File: src/rtl/core/rrt_pkg.sv
`timescale 1ns / 1ps

package rrt_pkg;

  // Table geometry
  localparam int TableDepth = 16;
  localparam int SlotW      = (TableDepth > 1) ? $clog2(TableDepth) : 1;
  localparam int CntW       = $clog2(TableDepth + 1);

  // Fixed field widths
  localparam int IdW     = 32;
  localparam int AddrW   = 32;
  localparam int PortW   = 16;
  localparam int TimeW   = 32;
  localparam int CfgW    = 8;
  localparam int CfgIdxW = 1;
  localparam int KeyW    = IdW + AddrW + PortW;

  // Request types
  localparam logic [1:0] ReqNew   = 2'd0;
  localparam logic [1:0] ReqReply = 2'd1;
  localparam logic [1:0] ReqTick  = 2'd2;

  // Result status codes
  localparam logic [2:0] StsStored    = 3'd0;
  localparam logic [2:0] StsFull      = 3'd1;
  localparam logic [2:0] StsMatched   = 3'd2;
  localparam logic [2:0] StsUnmatched = 3'd3;
  localparam logic [2:0] StsIgnored   = 3'd4;
  localparam logic [2:0] StsResend    = 3'd5;
  localparam logic [2:0] StsExpired   = 3'd6;
  localparam logic [2:0] StsTickDone  = 3'd7;

  // Configuration register indexes
  localparam logic [CfgIdxW-1:0] CfgResendGap = 1'd0;
  localparam logic [CfgIdxW-1:0] CfgLifetime  = 1'd1;

  // Where a result's slot and fields come from
  typedef enum logic [1:0] {
    SrcEcho  = 2'd0,
    SrcNew   = 2'd1,
    SrcEntry = 2'd2,
    SrcZero  = 2'd3
  } out_src_e;

  typedef struct packed {
    logic     capture;
    logic     k_clr;
    logic     k_inc;
    logic     rd_en;
    logic     do_insert;
    logic     do_remove;
    logic     wr_last;
    logic     load_out;
    logic [2:0] out_status;
    out_src_e out_src;
    logic     out_last;
  } rrt_cmd_t;

  typedef struct packed {
    logic [1:0] req_type;
    logic       reply_ok;
    logic       full;
    logic       scan_end;
    logic       hit;
    logic       expired;
    logic       resend;
    logic       out_busy;
  } rrt_stat_t;

endpackage

File: src/rtl/core/rrt_ctrl.sv
`timescale 1ns / 1ps

module rrt_ctrl (
  input  logic              clk_i,
  input  logic              rst_ni,
  input  logic              in_valid_i,
  output logic              in_ready_o,
  input  rrt_pkg::rrt_stat_t stat_i,
  output rrt_pkg::rrt_cmd_t  cmd_o
);

  localparam logic [1:0] SIdle     = 2'd0;
  localparam logic [1:0] SDispatch = 2'd1;
  localparam logic [1:0] SRead     = 2'd2;
  localparam logic [1:0] SCheck    = 2'd3;

  logic [1:0] state_q, state_d;

  always_ff @(posedge clk_i or negedge rst_ni) begin
    if (!rst_ni) begin
      state_q <= SIdle;
    end else begin
      state_q <= state_d;
    end
  end

  always_comb begin
    state_d    = state_q;
    cmd_o      = '0;
    in_ready_o = 1'b0;
    case (state_q)
      SIdle: begin
        in_ready_o = 1'b1;
        if (in_valid_i) begin
          cmd_o.capture = 1'b1;
          state_d       = SDispatch;
        end
      end
      SDispatch: begin
        case (stat_i.req_type)
          rrt_pkg::ReqNew: begin
            if (!stat_i.out_busy) begin
              cmd_o.load_out = 1'b1;
              cmd_o.out_last = 1'b1;
              if (stat_i.full) begin
                cmd_o.out_status = rrt_pkg::StsFull;
                cmd_o.out_src    = rrt_pkg::SrcEcho;
              end else begin
                cmd_o.do_insert  = 1'b1;
                cmd_o.out_status = rrt_pkg::StsStored;
                cmd_o.out_src    = rrt_pkg::SrcNew;
              end
              state_d = SIdle;
            end
          end
          rrt_pkg::ReqReply: begin
            if (!stat_i.reply_ok) begin
              if (!stat_i.out_busy) begin
                cmd_o.load_out   = 1'b1;
                cmd_o.out_last   = 1'b1;
                cmd_o.out_status = rrt_pkg::StsIgnored;
                cmd_o.out_src    = rrt_pkg::SrcEcho;
                state_d          = SIdle;
              end
            end else begin
              cmd_o.k_clr = 1'b1;
              state_d     = SRead;
            end
          end
          rrt_pkg::ReqTick: begin
            cmd_o.k_clr = 1'b1;
            state_d     = SRead;
          end
          default: begin
            state_d = SIdle;
          end
        endcase
      end
      SRead: begin
        if (stat_i.scan_end) begin
          if (!stat_i.out_busy) begin
            cmd_o.load_out = 1'b1;
            cmd_o.out_last = 1'b1;
            if (stat_i.req_type == rrt_pkg::ReqReply) begin
              cmd_o.out_status = rrt_pkg::StsUnmatched;
              cmd_o.out_src    = rrt_pkg::SrcEcho;
            end else begin
              cmd_o.out_status = rrt_pkg::StsTickDone;
              cmd_o.out_src    = rrt_pkg::SrcZero;
            end
            state_d = SIdle;
          end
        end else begin
          cmd_o.rd_en = 1'b1;
          state_d     = SCheck;
        end
      end
      SCheck: begin
        if (stat_i.req_type == rrt_pkg::ReqReply) begin
          if (stat_i.hit) begin
            if (!stat_i.out_busy) begin
              cmd_o.do_remove  = 1'b1;
              cmd_o.load_out   = 1'b1;
              cmd_o.out_last   = 1'b1;
              cmd_o.out_status = rrt_pkg::StsMatched;
              cmd_o.out_src    = rrt_pkg::SrcEntry;
              state_d          = SIdle;
            end
          end else begin
            cmd_o.k_inc = 1'b1;
            state_d     = SRead;
          end
        end else if (stat_i.expired) begin
          // removal shifts the next entry into this rank: hold k
          if (!stat_i.out_busy) begin
            cmd_o.do_remove  = 1'b1;
            cmd_o.load_out   = 1'b1;
            cmd_o.out_status = rrt_pkg::StsExpired;
            cmd_o.out_src    = rrt_pkg::SrcEntry;
            state_d          = SRead;
          end
        end else if (stat_i.resend) begin
          if (!stat_i.out_busy) begin
            cmd_o.wr_last    = 1'b1;
            cmd_o.load_out   = 1'b1;
            cmd_o.out_status = rrt_pkg::StsResend;
            cmd_o.out_src    = rrt_pkg::SrcEntry;
            cmd_o.k_inc      = 1'b1;
            state_d          = SRead;
          end
        end else begin
          cmd_o.k_inc = 1'b1;
          state_d     = SRead;
        end
      end
      default: begin
        state_d = SIdle;
      end
    endcase
  end

endmodule

File: src/rtl/core/rrt_dp.sv
`timescale 1ns / 1ps

module rrt_dp (
  input  logic                                clk_i,
  input  logic                                rst_ni,
  input  logic [1:0]                          req_type_i,
  input  logic [rrt_pkg::IdW-1:0]             trans_id_i,
  input  logic [rrt_pkg::AddrW-1:0]           dest_addr_i,
  input  logic [rrt_pkg::PortW-1:0]           dest_port_i,
  input  logic [31:0]                         reply_kind_i,
  input  logic                                reply_long_enough_i,
  input  logic [rrt_pkg::TimeW-1:0]           now_sec_i,
  input  logic                                cfg_valid_i,
  input  logic [rrt_pkg::CfgIdxW-1:0]         cfg_index_i,
  input  logic [rrt_pkg::CfgW-1:0]            cfg_data_i,
  output logic                                out_valid_o,
  input  logic                                out_ready_i,
  output logic [2:0]                          status_o,
  output logic [3:0]                          slot_o,
  output logic [rrt_pkg::IdW-1:0]             out_trans_id_o,
  output logic [rrt_pkg::AddrW-1:0]           out_addr_o,
  output logic [rrt_pkg::PortW-1:0]           out_port_o,
  output logic                                last_o,
  input  rrt_pkg::rrt_cmd_t                   cmd_i,
  output rrt_pkg::rrt_stat_t                  stat_o
);

  localparam int Depth = rrt_pkg::TableDepth;
  localparam int SlotW = rrt_pkg::SlotW;
  localparam int CntW  = rrt_pkg::CntW;
  localparam int TimeW = rrt_pkg::TimeW;
  localparam int KeyW  = rrt_pkg::KeyW;

  // Configuration
  logic [rrt_pkg::CfgW-1:0] resend_gap_q, lifetime_q;

  // Captured request
  logic [1:0]                req_type_q;
  logic [rrt_pkg::IdW-1:0]   id_q;
  logic [rrt_pkg::AddrW-1:0] addr_q;
  logic [rrt_pkg::PortW-1:0] port_q;
  logic                      reply_ok_q;
  logic [TimeW-1:0]          now_q;

  // Table control: valid bits, age order (index 0 = newest), fill count, scan pointer
  logic [Depth-1:0]  valid_q;
  logic [SlotW-1:0]  order_q [Depth];
  logic [CntW-1:0]   count_q;
  logic [CntW-1:0]   k_q;

  // Entry storage
  logic [KeyW-1:0]    key_mem  [Depth];
  logic [2*TimeW-1:0] time_mem [Depth];
  logic [KeyW-1:0]    key_rd_q;
  logic [2*TimeW-1:0] time_rd_q;
  logic [SlotW-1:0]   rd_slot_q;

  // Result register
  logic                      out_valid_q;
  logic [2:0]                status_q;
  logic [SlotW-1:0]          slot_q;
  logic [rrt_pkg::IdW-1:0]   out_id_q;
  logic [rrt_pkg::AddrW-1:0] out_addr_q;
  logic [rrt_pkg::PortW-1:0] out_port_q;
  logic                      last_q;

  logic [SlotW-1:0]   free_slot;
  logic [SlotW-1:0]   scan_slot;
  logic [TimeW:0]     exp_sum;
  logic [TimeW-1:0]   exp_sat;
  logic [TimeW-1:0]   rd_last, rd_exp;
  logic [TimeW:0]     resend_at;
  logic [SlotW-1:0]   wr_slot;

  always_comb begin
    free_slot = '0;
    for (int i = Depth - 1; i >= 0; i--) begin
      if (!valid_q[i]) begin
        free_slot = SlotW'(i);
      end
    end
  end

  assign scan_slot = order_q[k_q[SlotW-1:0]];
  assign exp_sum   = {1'b0, now_q} + (TimeW + 1)'(lifetime_q);
  assign exp_sat   = exp_sum[TimeW] ? '1 : exp_sum[TimeW-1:0];
  assign rd_last   = time_rd_q[2*TimeW-1:TimeW];
  assign rd_exp    = time_rd_q[TimeW-1:0];
  assign resend_at = {1'b0, rd_last} + (TimeW + 1)'(resend_gap_q);
  assign wr_slot   = cmd_i.do_insert ? free_slot : rd_slot_q;

  always_comb begin
    stat_o          = '0;
    stat_o.req_type = req_type_q;
    stat_o.reply_ok = reply_ok_q;
    stat_o.full     = (count_q == CntW'(Depth));
    stat_o.scan_end = (k_q == count_q);
    stat_o.hit      = (key_rd_q == {id_q, addr_q, port_q});
    stat_o.expired  = (now_q > rd_exp);
    stat_o.resend   = ({1'b0, now_q} > resend_at);
    stat_o.out_busy = out_valid_q;
  end

  always_ff @(posedge clk_i or negedge rst_ni) begin
    if (!rst_ni) begin
      resend_gap_q <= rrt_pkg::CfgW'(1);
      lifetime_q   <= rrt_pkg::CfgW'(7);
    end else if (cfg_valid_i) begin
      if (cfg_index_i == rrt_pkg::CfgResendGap) begin
        resend_gap_q <= cfg_data_i;
      end
      if (cfg_index_i == rrt_pkg::CfgLifetime) begin
        lifetime_q <= cfg_data_i;
      end
    end
  end

  always_ff @(posedge clk_i) begin
    if (cmd_i.capture) begin
      req_type_q <= req_type_i;
      id_q       <= trans_id_i;
      addr_q     <= dest_addr_i;
      port_q     <= dest_port_i;
      reply_ok_q <= reply_long_enough_i && (reply_kind_i == 32'd1);
      now_q      <= now_sec_i;
    end
  end

  always_ff @(posedge clk_i or negedge rst_ni) begin
    if (!rst_ni) begin
      valid_q <= '0;
      count_q <= '0;
      k_q     <= '0;
    end else begin
      if (cmd_i.k_clr) begin
        k_q <= '0;
      end else if (cmd_i.k_inc) begin
        k_q <= k_q + CntW'(1);
      end
      if (cmd_i.do_insert) begin
        valid_q[free_slot] <= 1'b1;
        count_q            <= count_q + CntW'(1);
      end else if (cmd_i.do_remove) begin
        valid_q[rd_slot_q] <= 1'b0;
        count_q            <= count_q - CntW'(1);
      end
    end
  end

  // Age order: insert pushes at the front, removal closes the gap at k
  always_ff @(posedge clk_i) begin
    if (cmd_i.do_insert) begin
      order_q[0] <= free_slot;
      for (int i = 1; i < Depth; i++) begin
        order_q[i] <= order_q[i-1];
      end
    end else if (cmd_i.do_remove) begin
      for (int i = 0; i < Depth - 1; i++) begin
        if (CntW'(i) >= k_q) begin
          order_q[i] <= order_q[i+1];
        end
      end
    end
  end

  always_ff @(posedge clk_i) begin
    if (cmd_i.do_insert) begin
      key_mem[free_slot] <= {id_q, addr_q, port_q};
    end
    if (cmd_i.do_insert || cmd_i.wr_last) begin
      time_mem[wr_slot] <= {now_q, (cmd_i.do_insert ? exp_sat : rd_exp)};
    end
    if (cmd_i.rd_en) begin
      key_rd_q  <= key_mem[scan_slot];
      time_rd_q <= time_mem[scan_slot];
      rd_slot_q <= scan_slot;
    end
  end

  always_ff @(posedge clk_i or negedge rst_ni) begin
    if (!rst_ni) begin
      out_valid_q <= 1'b0;
    end else if (cmd_i.load_out) begin
      out_valid_q <= 1'b1;
    end else if (out_ready_i) begin
      out_valid_q <= 1'b0;
    end
  end

  always_ff @(posedge clk_i) begin
    if (cmd_i.load_out) begin
      status_q <= cmd_i.out_status;
      last_q   <= cmd_i.out_last;
      case (cmd_i.out_src)
        rrt_pkg::SrcEcho: begin
          slot_q     <= '0;
          out_id_q   <= id_q;
          out_addr_q <= addr_q;
          out_port_q <= port_q;
        end
        rrt_pkg::SrcNew: begin
          slot_q     <= free_slot;
          out_id_q   <= id_q;
          out_addr_q <= addr_q;
          out_port_q <= port_q;
        end
        rrt_pkg::SrcEntry: begin
          slot_q                           <= rd_slot_q;
          {out_id_q, out_addr_q, out_port_q} <= key_rd_q;
        end
        default: begin
          slot_q     <= '0;
          out_id_q   <= '0;
          out_addr_q <= '0;
          out_port_q <= '0;
        end
      endcase
    end
  end

  assign out_valid_o    = out_valid_q;
  assign status_o       = status_q;
  assign slot_o         = 4'(slot_q);
  assign out_trans_id_o = out_id_q;
  assign out_addr_o     = out_addr_q;
  assign out_port_o     = out_port_q;
  assign last_o         = last_q;

endmodule

File: src/rtl/core/request_retransmit_table.sv
`timescale 1ns / 1ps
// New request or ignored reply: result loaded in dispatch once the result register is free.
// Reply lookup walks the age list newest first via read and check states, to a hit or the end.
// Tick walks all entries, gives beats for expired and resent ones and ends with a tick-done beat.
// One item at a time; the next beat is taken once the final result is loaded.
// Reset (async, active low) empties the table at once and sets resend_gap 1, lifetime 7.

module request_retransmit_table (
  input  logic                          clk_i,
  input  logic                          rst_ni,
  // request channel
  input  logic                          in_valid_i,
  output logic                          in_ready_o,
  input  logic [1:0]                    req_type_i,
  input  logic [rrt_pkg::IdW-1:0]       trans_id_i,
  input  logic [rrt_pkg::AddrW-1:0]     dest_addr_i,
  input  logic [rrt_pkg::PortW-1:0]     dest_port_i,
  input  logic [31:0]                   reply_kind_i,
  input  logic                          reply_long_enough_i,
  input  logic [rrt_pkg::TimeW-1:0]     now_sec_i,
  // configuration channel
  input  logic                          cfg_valid_i,
  output logic                          cfg_ready_o,
  input  logic [rrt_pkg::CfgIdxW-1:0]   cfg_index_i,
  input  logic [rrt_pkg::CfgW-1:0]      cfg_data_i,
  // result channel
  output logic                          out_valid_o,
  input  logic                          out_ready_i,
  output logic [2:0]                    status_o,
  output logic [3:0]                    slot_o,
  output logic [rrt_pkg::IdW-1:0]       out_trans_id_o,
  output logic [rrt_pkg::AddrW-1:0]     out_addr_o,
  output logic [rrt_pkg::PortW-1:0]     out_port_o,
  output logic                          last_o
);

  rrt_pkg::rrt_cmd_t  cmd;
  rrt_pkg::rrt_stat_t stat;

  // Register writes go straight into the registers: always accept the beat.
  assign cfg_ready_o = 1'b1;

  // Sequencer: dispatches on request type, steps the scan pointer over the age list
  // and holds whenever a result must be loaded while the result register is still full.
  rrt_ctrl u_ctrl (
    .clk_i      (clk_i),
    .rst_ni     (rst_ni),
    .in_valid_i (in_valid_i),
    .in_ready_o (in_ready_o),
    .stat_i     (stat),
    .cmd_o      (cmd)
  );

  // Table: valid bits, age-ordered slot list, entry memories with a registered read
  // port, the captured request and the result register.
  rrt_dp u_dp (
    .clk_i               (clk_i),
    .rst_ni              (rst_ni),
    .req_type_i          (req_type_i),
    .trans_id_i          (trans_id_i),
    .dest_addr_i         (dest_addr_i),
    .dest_port_i         (dest_port_i),
    .reply_kind_i        (reply_kind_i),
    .reply_long_enough_i (reply_long_enough_i),
    .now_sec_i           (now_sec_i),
    .cfg_valid_i         (cfg_valid_i),
    .cfg_index_i         (cfg_index_i),
    .cfg_data_i          (cfg_data_i),
    .out_valid_o         (out_valid_o),
    .out_ready_i         (out_ready_i),
    .status_o            (status_o),
    .slot_o              (slot_o),
    .out_trans_id_o      (out_trans_id_o),
    .out_addr_o          (out_addr_o),
    .out_port_o          (out_port_o),
    .last_o              (last_o),
    .cmd_i               (cmd),
    .stat_o              (stat)
  );

  // A pending result is never overwritten.
  assert property (@(posedge clk_i) disable iff (!rst_ni) cmd.load_out |-> !stat.out_busy)
    else $error("result register loaded while still holding a beat");

  // Every freed entry is reported in the same cycle.
  assert property (@(posedge clk_i) disable iff (!rst_ni) cmd.do_remove |-> cmd.load_out)
    else $error("entry freed without a result");

  // Insertion only into a table with room.
  assert property (@(posedge clk_i) disable iff (!rst_ni) cmd.do_insert |-> !stat.full)
    else $error("insert into a full table");

  // The scan never reads past the fill count.
  assert property (@(posedge clk_i) disable iff (!rst_ni) cmd.rd_en |-> !stat.scan_end)
    else $error("scan read beyond the last entry");

endmodule

File: config.mk
export PLATFORM = sky130hd
export DESIGN_NAME = request_retransmit_table
export DESIGN_NICKNAME = d
export VERILOG_FILES = /design/src/rtl/core/rrt_pkg.sv /design/src/rtl/core/rrt_ctrl.sv /design/src/rtl/core/rrt_dp.sv /design/src/rtl/core/request_retransmit_table.sv
export SDC_FILE = /design/constraint.sdc
export NUM_CORES = 2
export LEC_CHECK = 0
export BUFFER_PORTS_ARGS = -buffer_cell sky130_fd_sc_hd__clkbuf_2
export CORE_ASPECT_RATIO = 0.5
export CORE_MARGIN = 4
export CORE_UTILIZATION = 40
export DETAILED_ROUTE_END_ITERATION = 8
export GPL_TIMING_DRIVEN = 0
export PLACE_DENSITY = 0.6
export SLEW_MARGIN = 20
export SYNTH_ARGS = -nofsm -noshare
export SYNTH_HDL_FRONTEND = slang
export SYNTH_SLANG_ARGS = --single-unit
File: constraint.sdc
create_clock -name clk_i -period 13.28 [get_ports clk_i]
set_clock_uncertainty 0.2 [all_clocks]
set_input_delay 0.664 -clock clk_i [delete_from_list [all_inputs] [get_ports clk_i]]
set_output_delay 0.664 -clock clk_i [all_outputs]
set_load 0.02 [all_outputs]
==> out/results.tsv <==
metric	value	unit
synthTopCellsByArea	edfxtp_1, mux4_2, mux2i_1	
rows	135	
placed_area	119000	um^2
leakage	42.9	nW
grt_usage	0.218	
nets	7090	
required	13690	ps
drc_errors	0	
cp_max_fo	10	
finalSetupViolCount	0	
seqCellArea	82800	um^2
synthesis.nets	6176	
layout_commonest_cell	edfxtp_1	
dr.pass1.iters	6	
areaGrowthSynthToFinish	17.3	%
vdd_ir_drop_max	0.165	mV
core	271000	um^2
cp.arrival	9370	ps
cts_made_buffers	247	
synthArstFlopShare	0.0163	
clock-sinks	2764	
crit_path_end_kind	flip-flop	
multi_input_area	25000	um^2
synth_top_family_by_area	multiplexers	
drv_slew	0	
tightest_slew	1170	ps
rsz0062_at_grt	no	
ant_nets	0	
cap_violations	0	
avgSynthCellArea	18.4	um^2
grt_start_max_net_pins	67	
via_per_inst	5.72	
r2r_end	u_dp.out_addr_o[13]	
grt_pass1_vias	59900	
synth_cell_type_count	75	
vias	61000	
hp-class	input pin to asynchronous set/reset pin	
finalHoldViolations	0	
synth_edf_count	2719	
relSlewSlack	0.213	
power-per-cell-area	223	nW/um^2
netlist_area	109000	um^2
dieArea	282000	um^2
synthSimpleGateAreaFrac	0.0457	
rrSetupSlack	4310	ps
drt-initial-drc-count	7818	
synth_xor_area_frac	0.00988	
finalCritPeriodShare	0.675	
root_buffer	clkbuf_16	
synth_seq_area_share	0.759	
fp.dieH	377	um
post_cts_buffers	0	
clock_path_buffers	4	
run_status	completed	
ys_ff_latch	2764	
cp-startpoint	u_dp.time_rd_q[32]	
cts_tree	yes	
reg2reg_depth	24	
gr-total-overflow	0	
htree_levels	4	
reg2reg_from	u_dp.time_rd_q[32]	
port_buffers	250	
p_total	28.6	mW
grt_pass1_wl	443000	um
post-dp-hpwl	217000	um
synthCells	5918	
antenna_found_initial	15	
synth_top_area_frac	0.749	
final_cell_mix	edfxtp_1, nand2_1, mux4_2	
num-fill-cells	22800	
synthAdderAreaFrac	0.0113	
insertion_delay	890	ps
startpoint_type	flip-flop	
drt-total-wl	313000	um
synthMuxAreaShare	0.109	
routedWlPerCell	29.4	um
initial_core_util	0.402	
die_w	746	um
fmax	0.112	GHz
synthFlopType	edfxtp_1	
min_period	8970	ps
drive_above_1_share	0.216	
yosysWarnings	0	
clk_pin_slew_worst_paths	70	ps
cp-endpoint	u_dp.out_addr_o[13]	
finalInstanceArea	128000	um^2
synth-compound-area-share	0.0500	
synth_top_area_cell	edfxtp_1	
place_congestion	0.875	
crit_type	flip-flop to flip-flop	
ios	252	
-- worst min-delay path by stage --
stage | end | slack [ps] | cells after the start
6_report | u_dp.resend_gap_q[3] | 110 | 2
5_1_grt | u_dp.resend_gap_q[3] | 100 | 2
4_1_cts | u_dp.resend_gap_q[5] | 80 | 2
3_5_place_dp | u_dp.order_q[15][2] | 300 | 0
3_3_place_gp | u_dp.count_q[4] | 290 | 1
2_1_floorplan | u_ctrl.state_q[0] | 170 | 0
-- state kept, by name (all words and copies together) (netlist names), 16 cells and up --
register             count
u_dp.out_trans_id_o     32
u_dp.out_addr_o         32
u_dp.id_q               32
u_dp.valid_q            16
u_dp.port_q             16
u_dp.now_q              32
u_dp.time_mem         1024
u_dp.time_rd_q          64
u_dp.key_mem          1280
u_dp.key_rd_q           80
u_dp.out_port_o         16
u_dp.order_q            64
u_dp.addr_q             32
-- area by class of cell --
class,count,area share
clock inverters,166,0.0120
diodes,4,0.0000783
flip-flops and latches,2764,0.647
repair buffers,665,0.0478
inverters,85,0.00255
plain buffers,293,0.0100
well taps,3630,0.0355
multi-input cells,2776,0.195
clock buffers,281,0.0495
-- worst max-delay path, cell delays in order (launching register included) --
cell and delay, ps:
edfxtp_1 510, ha_1 250, a21o_1 120, a21oi_1 110, o21bai_1 160, a21oi_1 110
nand2b_1 180, a21oi_1 440, clkbuf_1 470, nand3_1 160, xor2_1 180, ha_1 300
nand4_1 150, nor4_1 730, o311ai_0 420, nand3_1 390, o21ai_0 280, a21oi_1 250
nor2_1 130, o21ai_0 340, ha_1 300, clkbuf_1 820, clkbuf_1 880, a22oi_1 210
nor2_1 550
-- what timing repair did --
action | CTS | global route
setup endpoints to repair | 0 | 0
endpoints found under the hold margin | 178 | 0
hold buffers | 128 | 0
gates resized for setup | 0 | 0
-- through the flow --
step                instances  utilization  worst slack [ps]  hold slack [ps]  TNS (ps)
floorplan                5918            -              4040              168         0
global placement         9798        0.424             -4010              295  -3387400
detailed placement      10100        0.438              4460              297         0
CTS                     10600        0.472              4420             78.1         0
global route            10700        0.472              4140              104         0
finish                  10700        0.472              4310              108         0
-- cell usage after synthesis (all sizes together), types with 41 or more instances --
master / number
o21ai: 59
xor2: 90
nor2: 236
a22oi: 324
and3: 45
nand3: 57
mux2: 62
nand4: 42
buf: 120
mux4: 389
edfxtp: 2719
dfrtp: 41
a21oi: 87
mux2i: 245
nor3: 74
inv: 85
clkbuf: 173
a32o: 64
nand2: 532
ha: 94
-- layer usage --
metal,up-vias,wire [um],GRT usage
met5,-,13,0
met4,2,11400,0.0709
met3,485,23300,0.0320
met2,2730,149000,0.356
met1,32000,130000,0.304
li1,25800,-,-
-- cell families after synthesis --
kind of cell             after synthesis
buffers and inverters                378
AND/OR/NAND/NOR                     1121
flip-flops                          2764
AO/OA/AOI/OAI                        738
adder cells (fa/ha/maj)               97
other                                  1
XOR/XNOR                             123
multiplexers                         696
-- report_power, final --
part	internal, mW	switching [mW]	total [mW]
Clock	3.97	3.19	7.16
Sequential	10.9	0.648	11.6
Combinational	3.50	6.36	9.85
Total	18.4	10.2	28.6
Note: power is estimated with default switching activity, not from simulation.
